**src/design/assert_macros.svh**
```systemverilog
// ---------------------------------------------------------------------------
// Assertion macros
// Clocked on clk, disabled while rst is high.
// ---------------------------------------------------------------------------
`ifndef ASSERT_MACROS_SVH
`define ASSERT_MACROS_SVH

// same-cycle implication
`define DGSP_IMPLY(lbl, pre, post) \
  lbl: assert property (@(posedge clk) disable iff (rst) (pre) |-> (post)) \
    else $error("same-cycle check failed");

// next-cycle implication
`define DGSP_NEXT(lbl, pre, post) \
  lbl: assert property (@(posedge clk) disable iff (rst) (pre) |=> (post)) \
    else $error("next-cycle check failed");

`endif

```
**src/design/dgsp_pkg.sv**
```systemverilog
// ---------------------------------------------------------------------------
// dgsp_pkg
// Sizes, types and shared structs of the dense-graph shortest path block.
// ---------------------------------------------------------------------------
package dgsp_pkg;

  localparam int N_VERTICES  = 16;
  localparam int WEIGHT_BITS = 16;

  localparam int VERTEX_BITS = $clog2(N_VERTICES);
  localparam int ADDR_BITS   = 2 * VERTEX_BITS;
  localparam int RAM_DEPTH   = 2 ** ADDR_BITS;

  localparam int ID_BITS     = 4;
  localparam int EDGE_BITS   = 16;
  localparam int DIST_BITS   = 20;
  localparam int SUM_BITS    = ((DIST_BITS > WEIGHT_BITS) ? DIST_BITS : WEIGHT_BITS) + 1;

  typedef logic [VERTEX_BITS-1:0] vertex_t;
  typedef logic [ADDR_BITS-1:0]   addr_t;
  typedef logic [WEIGHT_BITS-1:0] weight_t;
  typedef logic [DIST_BITS-1:0]   dist_t;
  typedef logic [SUM_BITS-1:0]    sum_t;

  localparam dist_t   DIST_MAX    = '1;
  localparam vertex_t VERTEX_LAST = vertex_t'(N_VERTICES - 1);
  localparam vertex_t ROUND_LAST  = vertex_t'(N_VERTICES - 2);

  typedef struct packed {
    logic    we;
    addr_t   waddr;
    weight_t wdata;
  } ram_wr_t;

  typedef struct packed {
    logic                 valid;
    logic [ID_BITS-1:0]   vertex_id;
    logic [DIST_BITS-1:0] path_length;
    logic                 reachable;
    logic                 result_last;
  } result_t;

endpackage

```
**src/design/dgsp_weight_ram.sv**
```systemverilog
// ---------------------------------------------------------------------------
// dgsp_weight_ram
// Adjacency matrix store: one write port, one registered read port.
// ---------------------------------------------------------------------------
module dgsp_weight_ram (
  input  logic              clk,
  input  dgsp_pkg::ram_wr_t wr,
  input  dgsp_pkg::addr_t   raddr,
  output dgsp_pkg::weight_t rdata
);

  dgsp_pkg::weight_t mem [dgsp_pkg::RAM_DEPTH];

  always_ff @(posedge clk) begin
    if (wr.we) begin
      mem[wr.waddr] <= wr.wdata;
    end
  end

  always_ff @(posedge clk) begin
    rdata <= mem[raddr];
  end

endmodule

```
**config.mk**
```make
export PLATFORM = sky130hd
export DESIGN_NAME = dgsp_weight_ram
export DESIGN_NICKNAME = d
export VERILOG_FILES = /design/src/design/assert_macros.svh /design/src/design/dgsp_pkg.sv /design/src/design/dgsp_weight_ram.sv
export SDC_FILE = /design/constraint.sdc
export NUM_CORES = 2
export LEC_CHECK = 0
export CORE_UTILIZATION = 55
export DETAILED_ROUTE_END_ITERATION = 6
export DONT_BUFFER_PORTS = 1
export PLACE_DENSITY_LB_ADDON = 0.25
export SLEW_MARGIN = 10
export SYNTH_ARGS = -nofsm -noshare
export SYNTH_HDL_FRONTEND = slang
export SYNTH_SLANG_ARGS = --single-unit
```
**constraint.sdc**
```tcl
create_clock -name clk -period 2.85 [get_ports clk]
set_input_delay 0.57 -clock clk [delete_from_list [all_inputs] [get_ports clk]]
set_output_delay 0.57 -clock clk [all_outputs]
set_load 0.01 [all_outputs]
```
# After elaboration in Yosys (flattened, before gate mapping)
# Memory sizes are Yosys's and may differ from the RTL's. A register that Yosys moved wholly into a read port is not among the register bits.
# Cells that the tools add are included.
# W data, S select, Z words.
[totals]
wordCells = 3
mem_count = 1
ramBits = 4096
out_inout_bits = 16
regBits = 0
in_bits = 34
[memory_table]
columns = ["memory", "words", "width", "rd", "rd_ports_with_merged_regs", "wr", "line_no", "source"]
rows = [
  ["mem", 256, 16, 1, 1, 1, "dgsp_weight_ram.sv:12", "dgsp_pkg::weight_t mem [dgsp_pkg::RAM_DEPTH];"],
]
[op_classes]
n_mux = 2
[ops]
columns = ["cell", "n"]
rows = [
  ["$mux W1", 2],
]

# Depth between registers and ports, before layout
[logic_depth]
word_depth = 2
mapped_depth = 12
mapped_depth_nobuf = 6

# Least setup slack after synthesis
# OpenSTA, ideal clock, no wires.
[synth_path]
kind = "input to register"
startpoint = "in wr[19] in the netlist's numbering"
endpoint = "mem mem[235][0] in the netlist's numbering, enable pin"
path_buffers = 3
setup_slack_ns = 0.115
required_ns = 2.462
setup_time_ns = 0.388
t_arrival_ns = 2.347
cell_stages = 6
path_cell_list = "clkbuf_1 -> nor2b_1 -> clkbuf_1 -> nand4_1 -> clkbuf_1 -> nor2_1"
[synth_lines]
columns = ["element", "line_no", "source"]
rows = [
  ["from (decl)", "dgsp_weight_ram.sv:7", "input dgsp_pkg::ram_wr_t wr,"],
  ["to (decl)", "dgsp_weight_ram.sv:12", ""],
]
# No word-level cell before the write port.

==> reports/metrics.yaml <==
cp-start-kind: "input port"
share_seq_of_total_power_pct: 52.7
swShare_pct: 21.3
min_path_type: "in -> reg"
arrival_ps: 3800
drtAntennaViolNets: 0
clkTransAtPathRegs_ps: 60
synth_top_family_by_area: "multiplexers"
grt_util_met2_pct: 44.5
fillers: 18600
layout_commonest_cell: "edfxtp_1"
avgSynthCellArea_sq_um: 21.6
synthAdderAreaFrac_pct: 0
synthArstFlopShare_pct: 0
outcome: "finished, violations left"
relSlewSlack_pct: -3.47
violations: "slew limit, setup timing"
fin_hold_ws_ps: 7.70
hpwlAfterDp_mm: 224
tritoncts: "yes"
grt_use_met1_pct: 41.3
post-place-cells: 11400
num_vias: 82800
endpoint_kind: "register"
drv_slew: 56
yosys_warnings: 0
synthXorXnorAreaFrac_pct: 0
synth_top_flop_cell: "edfxtp_1"
tightestPinTransition_ps: 1550
antenna_found_initial: 24
instances_no_fill: 12200
grt_pass1_vias: 80300
synth-seq-cells: 4112
grt-ovfl-total: 0
clockBufferDepth: 4
min_period_ps: 2950
synthCells: 7360
p_int_mw: 99.9
peakVddDrop_mv: 0.725
grt_use_met3_pct: 6.62
power.density_mw_per_mm2: 693
synthMuxAreaShare_pct: 15.5
switchingPower_mw: 27.1
setup_viol: 6
cts-root-buf: "clkbuf_16"
numPortBuffers: 0
grt_start_max_net_pins: 738
final_cell_mix: "edfxtp_1, mux4_2, buf_4"
maxCapViolations: 0
dpl_cell_area_sq_mm: 0.167
area_delta_synth_final_pct: 15.4
finalWorstSetupSlack_ps: -101
cts_sinks: 4112
synth_edf_count: 4096
die_h_um: 539
drc: 0
p_leak_nw: 59.2
fin_skew_ps: 50.3
required_ps: 3700
synth_fp_nets: 7394
yosys.area_share.simple_pct: 1.57
nets: 8159
post-place-ws_ps: -4290
hold_viol_final: 0
core_sq_mm: 0.286
synth_area_sq_mm: 0.159
die_x_um: 539
r2r_start: "mem[62][3]$_DFFE_PP_"
tns_ps: -182
total_power_mw: 127
cts_made_buffers: 403
drtPass1Iterations: 6
cts_max_level: 5
place_congestion: 0.872
worst-setup-path-type: "in -> reg"
ys_types: 52
seqCellArea_sq_mm: 0.123
clock.fmax_mhz: 339
grt_pass1_wl_mm: 599
crit_fanout: 21
min_from: "wr[5]"
routed_via_density: 6.77
grt_use_total_pct: 29.1
synth-compound-area-share_pct: 3.54
wl_per_cell_um: 35.9
multi_input_area_sq_mm: 0.0331
die_area_sq_mm: 0.291
drt-initial-drc-count: 12400
initial_utilization_pct: 55.5
critPathLaunch: "raddr[1]"
layout-drive-gt1-share_pct: 28.2
wl_mm: 440
rows: 196
final_util_pct: 64.1
design_area_sq_mm: 0.183
clk-insertion-delay-late_ps: 990
grt_busiest_layer: "met2"
io-pin-count: 50
ys_seq_area_share_pct: 77.7
combPwrFrac_pct: 5.3
finalCritPeriodShare_pct: 104
clock_power_share_pct: 42.1
[area by class of cell]
class                   instances  share of cell area, %
flip-flops and latches       4112                   67.3
multi-input cells            2792                   18.1
clock buffers                 498                   5.80
repair buffers                812                   4.76
well taps                    3762                   2.57
clock inverters               239                   1.44
diodes                         14                 0.0191
inverters                       4                 0.0150
[Yosys cell counts, drive strengths merged (4+ instances only)]
master	count	area, sq um
o22ai	148	926
and3	11	68.8
mux2	88	991
inv	4	15.0
a221oi	28	245
a211oi	18	135
nor2b	9	56.3
nand4	26	163
nand3	35	175
o32ai	21	191
o31ai	16	120
o221ai	253	2220
edfxtp	4096	123000
or2	5	31.3
a31oi	6	37.5
a2111oi	6	52.6
o21ai	38	190
mux4	797	17900
dfxtp	16	320
a21oi	175	876
nand2	38	143
buf	222	1810
clkbuf	230	863
a22oi	43	323
a22o	32	280
nor2	304	1140
nor4	18	119
mux2i	565	5660
nor3	92	460
[per-layer routing]
layer  wire, um  vias to the layer above
met4      17800                        8
met2     205000                     5695
met5         48                        -
met1     160000                    43300
met3      57000                      859
li1           -                    32900
[cell families after synthesis]
kind of cell / count (synthesis)
buf+inv: 456
compound gates: 786
simple gates: 556
mux: 1450
flops: 4112
[state kept, by name (all words and copies together) (netlist names)]
| register | cells |
|---|---|
| mem | 4096 |
| rdata | 16 |
[power by group through the flow]
stage                     Combinational (mW)  Sequential, mW  Clock [mW]
after floorplan                         3.29            68.0           0
after detailed placement                4.79            68.1           0
after global routing                    6.93            66.8        56.1
final                                   6.70            66.9        53.4
after global placement                  4.77            68.1           0
after CTS                               5.50            66.9        53.8
[worst max-delay path: stages]
cell	delay (ps)
buf_16	180
buf_16	200
buf_16	190
or2_4	300
buf_12	170
buf_12	170
buf_4	220
o221ai_1	260
a21oi_1	270
nor2_2	350
nand4_1	430
nor4_1	380
[worst paths after layout]
check                         endpoint  slack (ps)  cells past startpoint
hold reg to reg       rdata[9]$_DFF_P_        1120                      5
setup / recovery      rdata[2]$_DFF_P_        -100                     12
setup reg to reg      rdata[3]$_DFF_P_         -20                      6
hold / removal    mem[78][5]$_DFFE_PP_           8                      1
[repair_timing]
action	in CTS	in global routing
endpoints found under the hold margin	3529	910
endpoints found under the setup margin	16	16
pin swaps	3	4
cloned	23	15
hold buffers	15	30
setup buffers	3	2
resized for setup	17	23
(Power assumes the default switching activity.)
