**config.mk**
```make
export PLATFORM = sky130hd
export DESIGN_NAME = dgsp_core
export DESIGN_NICKNAME = d
export VERILOG_FILES = /design/src/design/dgsp_pkg.sv /design/src/design/dgsp_core.sv
export VERILOG_INCLUDE_DIRS = /design/src /design/src/design
export SDC_FILE = /design/constraint.sdc
export NUM_CORES = 1
export LEC_CHECK = 0
export ABC_AREA = 1
export BUFFER_PORTS_ARGS = -buffer_cell sky130_fd_sc_hd__buf_2
export CAP_MARGIN = 0
export CORE_MARGIN = 10
export CORE_UTILIZATION = 35
export DETAILED_ROUTE_END_ITERATION = 8
export PLACE_DENSITY = 0.57
export SYNTH_ARGS = -nofsm -noshare
export SYNTH_HDL_FRONTEND = slang
export SYNTH_SLANG_ARGS = --single-unit
```
**constraint.sdc**
```tcl
create_clock -name clk -period 13.2 [get_ports clk]
set_input_delay 2.64 -clock clk [delete_from_list [all_inputs] [get_ports clk]]
set_output_delay 2.64 -clock clk [all_outputs]
set_load 0.02 [all_outputs]
```
**src/design/assert_macros.svh**
```systemverilog
// ---------------------------------------------------------------------------
// Assertion macros
// Clocked on clk, disabled while rst is high.
// ---------------------------------------------------------------------------
`ifndef ASSERT_MACROS_SVH
`define ASSERT_MACROS_SVH

// same-cycle implication
`define DGSP_IMPLY(lbl, pre, post) \
  lbl: assert property (@(posedge clk) disable iff (rst) (pre) |-> (post)) \
    else $error("same-cycle check failed");

// next-cycle implication
`define DGSP_NEXT(lbl, pre, post) \
  lbl: assert property (@(posedge clk) disable iff (rst) (pre) |=> (post)) \
    else $error("next-cycle check failed");

`endif

```
**src/design/dgsp_pkg.sv**
```systemverilog
// ---------------------------------------------------------------------------
// dgsp_pkg
// Sizes, types and shared structs of the dense-graph shortest path block.
// ---------------------------------------------------------------------------
package dgsp_pkg;

  localparam int N_VERTICES  = 16;
  localparam int WEIGHT_BITS = 16;

  localparam int VERTEX_BITS = $clog2(N_VERTICES);
  localparam int ADDR_BITS   = 2 * VERTEX_BITS;
  localparam int RAM_DEPTH   = 2 ** ADDR_BITS;

  localparam int ID_BITS     = 4;
  localparam int EDGE_BITS   = 16;
  localparam int DIST_BITS   = 20;
  localparam int SUM_BITS    = ((DIST_BITS > WEIGHT_BITS) ? DIST_BITS : WEIGHT_BITS) + 1;

  typedef logic [VERTEX_BITS-1:0] vertex_t;
  typedef logic [ADDR_BITS-1:0]   addr_t;
  typedef logic [WEIGHT_BITS-1:0] weight_t;
  typedef logic [DIST_BITS-1:0]   dist_t;
  typedef logic [SUM_BITS-1:0]    sum_t;

  localparam dist_t   DIST_MAX    = '1;
  localparam vertex_t VERTEX_LAST = vertex_t'(N_VERTICES - 1);
  localparam vertex_t ROUND_LAST  = vertex_t'(N_VERTICES - 2);

  typedef struct packed {
    logic    we;
    addr_t   waddr;
    weight_t wdata;
  } ram_wr_t;

  typedef struct packed {
    logic                 valid;
    logic [ID_BITS-1:0]   vertex_id;
    logic [DIST_BITS-1:0] path_length;
    logic                 reachable;
    logic                 result_last;
  } result_t;

endpackage

```
**src/design/dgsp_core.sv**
```systemverilog
// ---------------------------------------------------------------------------
// dgsp_core
// Search sequencer: scans for the next vertex, relaxes its row through one
// shared add/compare unit, then streams the distances out.
// ---------------------------------------------------------------------------
`include "assert_macros.svh"

module dgsp_core (
  input  logic                       clk,
  input  logic                       rst,
  input  logic                       start,
  input  logic [dgsp_pkg::ID_BITS-1:0] source,
  output logic                       idle,
  output dgsp_pkg::addr_t            raddr,
  input  dgsp_pkg::weight_t          rdata,
  output dgsp_pkg::result_t          res,
  input  logic                       res_ready
);

  typedef enum logic [5:0] {
    ST_IDLE   = 6'b000001,
    ST_INIT   = 6'b000010,
    ST_PICK   = 6'b000100,
    ST_SETTLE = 6'b001000,
    ST_RELAX  = 6'b010000,
    ST_EMIT   = 6'b100000
  } state_t;

  state_t            state;
  dgsp_pkg::vertex_t src_q;
  logic              src_ok;
  dgsp_pkg::dist_t   best_dist [dgsp_pkg::N_VERTICES];
  logic [dgsp_pkg::N_VERTICES-1:0] known;
  logic [dgsp_pkg::N_VERTICES-1:0] settled;
  dgsp_pkg::vertex_t scan;
  dgsp_pkg::vertex_t round;
  logic              pick_valid;
  logic              pick_known;
  dgsp_pkg::dist_t   pick_dist;
  dgsp_pkg::vertex_t pick_idx;
  dgsp_pkg::vertex_t rc;
  logic              issuing;
  logic              rd_valid;
  dgsp_pkg::vertex_t rd_idx;

  dgsp_pkg::vertex_t dist_idx;
  dgsp_pkg::dist_t   dist_rd;
  dgsp_pkg::sum_t    sum;
  dgsp_pkg::dist_t   cand;
  logic              take_pick;
  logic              relax_hit;

  assign idle  = (state == ST_IDLE);
  assign raddr = {pick_idx, rc};

  always_comb begin
    dist_idx = (state == ST_RELAX) ? rd_idx : scan;
    dist_rd  = best_dist[dist_idx];
    sum      = dgsp_pkg::sum_t'(pick_dist) + dgsp_pkg::sum_t'(rdata);
    cand     = (sum > dgsp_pkg::sum_t'(dgsp_pkg::DIST_MAX)) ? dgsp_pkg::DIST_MAX
                                                             : dgsp_pkg::dist_t'(sum);
    take_pick = !settled[scan] &&
                (!pick_valid ||
                 (known[scan] ? (!pick_known || dist_rd <= pick_dist) : !pick_known));
    relax_hit = !settled[rd_idx] && (rdata != '0) &&
                (!known[rd_idx] || cand < dist_rd);
  end

  always_comb begin
    res.valid       = (state == ST_EMIT);
    res.vertex_id   = dgsp_pkg::ID_BITS'(scan);
    res.path_length = known[scan] ? dist_rd : '0;
    res.reachable   = known[scan];
    res.result_last = (scan == dgsp_pkg::VERTEX_LAST);
  end

  always_ff @(posedge clk) begin
    if (rst) begin
      state      <= ST_IDLE;
      known      <= '0;
      settled    <= '0;
      pick_valid <= 1'b0;
      issuing    <= 1'b0;
      rd_valid   <= 1'b0;
      scan       <= '0;
      round      <= '0;
    end else begin
      case (state)
        ST_IDLE: begin
          if (start) begin
            src_q  <= dgsp_pkg::vertex_t'(source);
            src_ok <= (int'(source) < dgsp_pkg::N_VERTICES);
            state  <= ST_INIT;
          end
        end
        ST_INIT: begin
          known   <= '0;
          settled <= '0;
          if (src_ok) begin
            known[src_q]     <= 1'b1;
            best_dist[src_q] <= '0;
          end
          round      <= '0;
          scan       <= '0;
          pick_valid <= 1'b0;
          state      <= ST_PICK;
        end
        ST_PICK: begin
          if (take_pick) begin
            pick_valid <= 1'b1;
            pick_known <= known[scan];
            pick_dist  <= dist_rd;
            pick_idx   <= scan;
          end
          if (scan == dgsp_pkg::VERTEX_LAST) begin
            state <= ST_SETTLE;
          end else begin
            scan <= scan + 1'b1;
          end
        end
        ST_SETTLE: begin
          scan <= '0;
          if (!pick_valid) begin
            state <= ST_EMIT;
          end else begin
            settled[pick_idx] <= 1'b1;
            if (pick_known) begin
              rc       <= '0;
              issuing  <= 1'b1;
              rd_valid <= 1'b0;
              state    <= ST_RELAX;
            end else if (round == dgsp_pkg::ROUND_LAST) begin
              state <= ST_EMIT;
            end else begin
              round      <= round + 1'b1;
              pick_valid <= 1'b0;
              state      <= ST_PICK;
            end
          end
        end
        ST_RELAX: begin
          rd_valid <= issuing;
          rd_idx   <= rc;
          if (issuing) begin
            rc <= rc + 1'b1;
            if (rc == dgsp_pkg::VERTEX_LAST) begin
              issuing <= 1'b0;
            end
          end
          if (rd_valid) begin
            if (relax_hit) begin
              best_dist[rd_idx] <= cand;
              known[rd_idx]     <= 1'b1;
            end
            if (rd_idx == dgsp_pkg::VERTEX_LAST) begin
              rd_valid <= 1'b0;
              scan     <= '0;
              if (round == dgsp_pkg::ROUND_LAST) begin
                state <= ST_EMIT;
              end else begin
                round      <= round + 1'b1;
                pick_valid <= 1'b0;
                state      <= ST_PICK;
              end
            end
          end
        end
        ST_EMIT: begin
          if (res_ready) begin
            if (scan == dgsp_pkg::VERTEX_LAST) begin
              state <= ST_IDLE;
            end else begin
              scan <= scan + 1'b1;
            end
          end
        end
        default: begin
          state <= ST_IDLE;
        end
      endcase
    end
  end

  `DGSP_IMPLY(a_source_known, (state == ST_PICK) && src_ok, known[src_q])
  `DGSP_IMPLY(a_relax_known_pick, state == ST_RELAX, pick_valid && pick_known)
  `DGSP_NEXT(a_settle_marks, (state == ST_SETTLE) && pick_valid, settled[$past(pick_idx)])

endmodule

```
# --- After elaboration in Yosys (flattened, before gate mapping) ---
# Memory sizes are Yosys's and may differ from the RTL's.
# Cells that the tools add are included.
classes:
  add_sub_neg: 4
  n_mul: 0
  div_mod_pow: 0
  magnitude_cmp: 10
  n_eq_ne: 23
  shifts: 0
  muxes: 77
  bitwise: 3
  reduce_logical: 34
ops:
  columns: ["operator", "count"]
  rows:
  - ["16-bit case mux with 2 select lines", 2]
  - ["20-bit two-way mux", 3]
  - ["4-bit two-way mux", 14]
  - ["6-bit two-way mux", 9]
  - ["16-bit two-way mux", 3]
  - ["6-bit case mux with 6 select lines", 1]
  - ["1-bit two-way mux", 32]
  - ["16-bit OR", 2]
  - ["2-bit != test (second input constant)", 11]
  - ["20-bit by 16-bit adder with 21-bit output", 1]
  - ["21-bit by 20-bit greater-than comparator with 1-bit output (second input constant)", 1]
  - ["20-bit less-or-equal comparator", 1]
  - ["20-bit less-than comparator", 1]
  - ["4-bit by 5-bit less-than comparator with 1-bit output (second input constant)", 4]
  - ["20-bit OR reduction", 1]
  - ["1-bit binary-select mux with 4-bit select", 4]
  - ["4-bit equality test (second input constant)", 4]
  - ["4-bit case mux with 4 select lines", 1]
  - ["16-bit nonzero test", 1]
  - ["5-bit AND reduction", 3]
  - ["4-bit by 1-bit adder with 4-bit output (second input constant)", 3]
  - ["1-bit demux with 4-bit select", 3]
  - ["4-bit by 1-bit >= comparator with 1-bit output (second input constant)", 3]
  - ["4-bit case mux with 3 select lines", 1]
  - ["22 further kinds", 42]
word_totals:
  ff_bits: 86
  latch_bits: 0
  ramBits: 320
  romBits: 0
  in_bits: 24
  out_inout_bits: 36
  elab_cells: 166
  memories: 1
mem_list:
  columns: ["memory", "words", "word_bits", "read_ports", "rd_clocked_by_memory_dff", "wr", "line", "source"]
  rows:
  - ["best_dist", 16, 20, 1, 0, 1, "dgsp_core.sv:32", "dgsp_pkg::dist_t best_dist [dgsp_pkg::N_VERTICES];"]

# --- Logic depth before layout (Yosys ltp) ---
depth:
  ltp_word: 13
  mapped_depth: 27
  depth_no_buf: 26

# --- Worst setup path before layout ---
# No wires, ideal clock.
synth_timing:
  path_type: "input to register"
  start: "input rdata[2]"
  end: "memory best_dist[13][0] in the netlist's numbering (enable)"
  setup_time_ns: 0.397
  arrival_ns: 6.965
  required_time_ns: 12.803
  path_slack_ns: 5.839
  cell_stages: 26
  path_buffers: 1
  path_cell_list: "ha_1 -> inv_1 -> o21bai_1 -> a21oi_1 -> o21ai_0 -> nand3_1 -> nand2_1 -> nand2_1 -> o21bai_1 -> inv_1 -> o31ai_1 -> nand3_1 -> ha_1 -> nand4_1 -> nor4_1 -> inv_1 -> nor4_1 -> nand2_1 -> nand2_1 -> nand2_4 -> nand3_2 -> buf_6 -> nand2_1 -> nand2_1 -> nand3_1 -> nor2_1"
synth_between:
  elab_chain_len: 13
  elab_cells_between_ends: 16
  classes_between: "add/sub (1); order compare (2); mux (8); reduce/logical (5)"
synth_rtl:
  columns: ["element", "line", "source"]
  rows:
  - ["start, declared", "dgsp_core.sv:15", "input dgsp_pkg::weight_t rdata,"]
  - ["20-bit by 16-bit adder with 21-bit output", "dgsp_core.sv:59", "sum = dgsp_pkg::sum_t'(pick_dist) + dgsp_pkg::sum_t'(rdata);"]
  - ["21-bit by 20-bit greater-than comparator with 1-bit output", "dgsp_core.sv:60", "cand = (sum > dgsp_pkg::sum_t'(dgsp_pkg::DIST_MAX)) ? dgsp_pkg::DIST_MAX"]
  - ["20-bit two-way mux", "dgsp_core.sv:60", null]
  - ["20-bit less-than comparator", "dgsp_core.sv:66", "(!known[rd_idx] || cand < dist_rd);"]
  - ["1-bit logical OR", "dgsp_core.sv:66", null]
  - ["1-bit logical AND *", "dgsp_core.sv:65", "relax_hit = !settled[rd_idx] && (rdata != '0) &&"]
  - ["1-bit two-way mux *", "dgsp_core.sv:151", "if (relax_hit) begin"]
  - ["1-bit two-way mux *", "dgsp_core.sv:150", "if (rd_valid) begin"]
  - ["1-bit two-way mux *", "dgsp_core.sv:88", "case (state)"]
  - ["1-bit two-way mux *", "dgsp_core.sv:78", "if (rst) begin"]
  - ["1-bit two-way mux (not written as such) *", "dgsp_core.sv:152", "best_dist[rd_idx] <= cand;"]
  - ["20-bit OR reduction (no source line)", null, null]
  - ["4-bit two-way mux (no source line) or 1-bit two-way mux (tied branches)", null, null]
  - ["end, declared", "dgsp_core.sv:32", null]
# Mark *: on every way between the ends. The rest lies on a longest branch, timed or not.

# --- Worst setup path in the final report ---
layout_timing:
  start: "input rdata[2]"
  end: "memory best_dist[13][2] in the netlist's numbering (enable)"
# The elaborated chain is that of the path after synthesis.

==> summary.txt <==
Route
  • Via count of the routed design: 14188
  • Wire length per cell: 20.7 um
  • DRC: 0
  • Sum of routed wire length over all layers: 53600 um
  • Count of antenna-violating nets left after detailed routing: 0
  • First-pass DRT Iterations: 7
  • Vias per cell: 5.47
  • Iteration-0 DRC count of the detailed router: 1289

Timing
  • Tightest slew margin relative to the limit: 12.4%
  • Setup-violating endpoint count in the final report: 0
  • Time the worst path needs with I/O delays and setup: 8270 ps
  • Setup_tns: 0 ps
  • Fmax: 121 MHz
  • Fin crit share: 62.6%
  • Clock Skews: 19.8 ps
  • Unrepaired setup endpoints after global routing: no
  • Final Max Tran Viols: 0
  • Least-Margin Pin Slew: 1310 ps
  • Endpoints failing hold: 0

Clocking
  • Maximum clock insertion buffer count: 3
  • Buffers inserted during post-CTS setup optimization: 0
  • CTS sink cnt: 406
  • TritonCTS buffer count: 43
  • CTS root buffer: clkbuf_16
  • Hold bufs inserted after CTS: 0
  • Clock transition at the register clock pins on the worst setup and hold paths after CTS: 60 ps
  • H-tree level count: 2
  • Insertion delay to the later sink of the worst-skew pair: 590 ps
  • Post-cts resize count: 0
  • TritonCTS clock tree: yes

Synthesis
  • Dominant combinational cell family by area after synthesis: compound AO/OA/AOI/OAI gates
  • Cells after synthesis: 1839
  • Synth top area share: 56.0%
  • Sequential cell area fraction in the yosys report: 61.1%
  • Area of the mapped netlist: 19200 sq um
  • Simple logic cell fraction of the synthesized area: 13.9%
  • Syn Nets: 1923
  • Synth cell types: 47
  • Complex-gate fraction of the synthesized area: 15.3%
  • Dominant cell type by area after synthesis: edfxtp_1
  • Adder-Cell Fraction of Synth Area: 3.96%
  • Fraction of synthesized area in multiplexers: 0%
  • Count of warnings emitted by yosys: 0
  • Dominant cells by area after synthesis: edfxtp_1 (56%), o21ai_0 (5.4%), nor2_1 (5.2%)
  • Post-Synth XOR/XNOR Area: 0.411%
  • Number of synthesized register bits: 406
  • Synthesized area per cell: 10.4 sq um

Pwr
  • Clock network fraction of design power: 39.8%
  • Lkg Pwr: 7.04 nW
  • Power Internal: 0.00219 W
  • Net load switching power: 0.000830 W
  • PD cells: 141 nW/um^2
  • Switching part of the total: 27.5%
  • Part of the total power dissipated in sequential elements: 46.8%
  • Share of power burned in combinational logic: 13.4%
  • Worst IR Drop VDD: 0.0919 mV

Setup path
  • Reg-to-reg setup timing slack: 5440 ps
  • R2r startpoint: state[2]
  • Startpoint kind of the worst setup timing path: input port
  • FF-to-FF End: best_dist[0][1]
  • Worst path most repeated cell: nand2_1
  • Delay of the slowest cell on the worst path: 1010 ps
  • Cell at the slowest stage of the critical path: nor2_2
  • Worst EP required: 13380 ps
  • Endpoint type of the worst setup path: flip-flop
  • Critical path arrival: 8450 ps
  • CP max FO: 29
  • Cell count of the worst reg-to-reg path: 22
  • Worst setup path category: in2reg

Layout
  • Most common cell after layout, fill and taps aside: edfxtp_1
  • Most used cells in the layout excluding fill and tap cells: edfxtp_1 (357), nor2_1 (248), nand2_1 (216), o21ai_0 (205), inv_1 (162)
  • Total inserted antenna cells: 0
  • Design Area, Final: 21500 sq um
  • Number of nets in the final layout: 1950
  • Filler-free cell count of the finished design: 2594
  • Layout area overhead: 12.1%
  • Fraction of final layout cells sized beyond drive strength 1: 10.9%

Floorplanning
  • Initial Utilization: 35.5%
  • Core ar.: 54000 sq um
  • Height of the chip: 254 um
  • Area of the die: 64500 sq um
  • Boundary Pins: 60
  • Num rows: 85
  • Floorplan die width: 254 um

Place
  • Count of buffers from port buffering: 59
  • Final HPWL from detailed placement: 35100 um
  • Routability congestion estimate from global placement: 0.887
  • Instance area at placement: 20100 sq um
  • Placed cell count: 2517

Status
  • Status: finished, final reports clean

Global route
  • Via count of the first global-routing pass: 13927
  • Gr ovfl total: 0
  • Pin count of the biggest net entering global routing: 98
  • Antenna violations before repair: 0
  • Total routing usage reported by global routing: 16.5%
  • First-pass GRT wire length: 82900 um

Worst hold path
  • Hold path startpoint: settled[8]
  • Terminating pin of the worst hold path: settled[8]
  • Depth of the worst hold-timing path: 2
  • Hold crit path type: reg2reg

Run
  • Reported max-cap violation count: 0
==> routing by layer <==
metal / wire (um) / track usage, % / part of all wire [%]
met3: 3020 / 2.53 / 5.6
met5: 0 / 0 / 0
met4: 1500 / 5.30 / 2.8
met2: 25700 / 27.7 / 48
met1: 23400 / 21.5 / 44
==> worst max-delay path by stage <==
| stage | startpoint | to | slack [ps] | depth (start not counted) |
|---|---|---|---|---|
| after CTS | rdata[2] | best_dist[0][3] | 4980 | 26 |
| after detailed placement | rdata[2] | best_dist[0][15] | 4390 | 26 |
| after global routing | rdata[2] | best_dist[0][3] | 4240 | 26 |
| after floorplan | rdata[2] | best_dist[13][0] | 5840 | 26 |
| after global placement | rdata[2] | best_dist[0][11] | 4540 | 26 |
| final | rdata[2] | best_dist[13][2] | 4930 | 26 |
==> logic make-up after synthesis <==
| kind of cell | count (synthesis) |
|---|---|
| AOI/OAI and AO/OA | 479 |
| xor gates and xnor gates | 9 |
| buffers and inverters | 258 |
| adders and majority gates | 60 |
| DFF | 406 |
| and+or+nand+nor | 627 |
==> worst max-delay path, delay by kind of cell <==
family | cells | cell delay, ps
buffers and inverters | 4 | 340
AOI/OAI and AO/OA | 5 | 1320
and+or+nand+nor | 15 | 3450
adders and majority gates | 2 | 680
==> Yosys cell counts (all sizes together) <==
library cell / number
nand4: 22
xor2: 7
nand3b: 3
edfxtp: 357
nor3: 18
ha: 59
o221ai: 45
nand3: 76
a22oi: 3
or2: 6
a21oi: 96
clkbuf: 74
o21bai: 2
inv: 166
o31ai: 18
buf: 18
a211oi: 4
dfxtp: 49
a31o: 1
o21a: 2
o21ai: 210
nor4b: 1
fa: 1
nand2: 220
nor2: 267
o22ai: 47
xnor2: 2
a31oi: 11
nor4: 9
o211ai: 40
and3: 1
nor3b: 4
==> metrics by stage <==
step                total power [W]  hold WS, ps  worst slack [ps]  utilization, %
floorplan                   0.00171          445              5840               -
global placement            0.00184          460              4540            37.2
detailed placement          0.00185          478              4390            37.2
CTS                         0.00304          488              4980            39.8
global route                0.00314          515              4240            39.8
finish                      0.00302          484              4930            39.8
==> registers in the layout (all words and copies together) (netlist names), 4 cells and up <==
register,flops
best_dist,320
state,6
round,4
rd_idx,4
rc,4
pick_dist,20
scan,4
src_q,4
known,16
pick_idx,4
settled,16
==> cell type report <==
cell class | count | area (sq um)
clock inverters | 22 | 199
multi-input cells | 1175 | 6500
fillers | 5261 | 32500
well taps | 696 | 871
clock buffers | 55 | 1180
flip-flops and latches | 406 | 11700
repair buffers | 74 | 408
inverters | 166 | 623
==> power groups by stage <==
stage	registers [W]	logic, W	clock network, W
after floorplan	0.00144	0.000273	0
after global placement	0.00144	0.000399	0
after detailed placement	0.00144	0.000405	0
after CTS	0.00141	0.000407	0.00122
after global routing	0.00142	0.000449	0.00127
final	0.00141	0.000405	0.00120
Note: power is estimated with default switching activity, not from simulation.
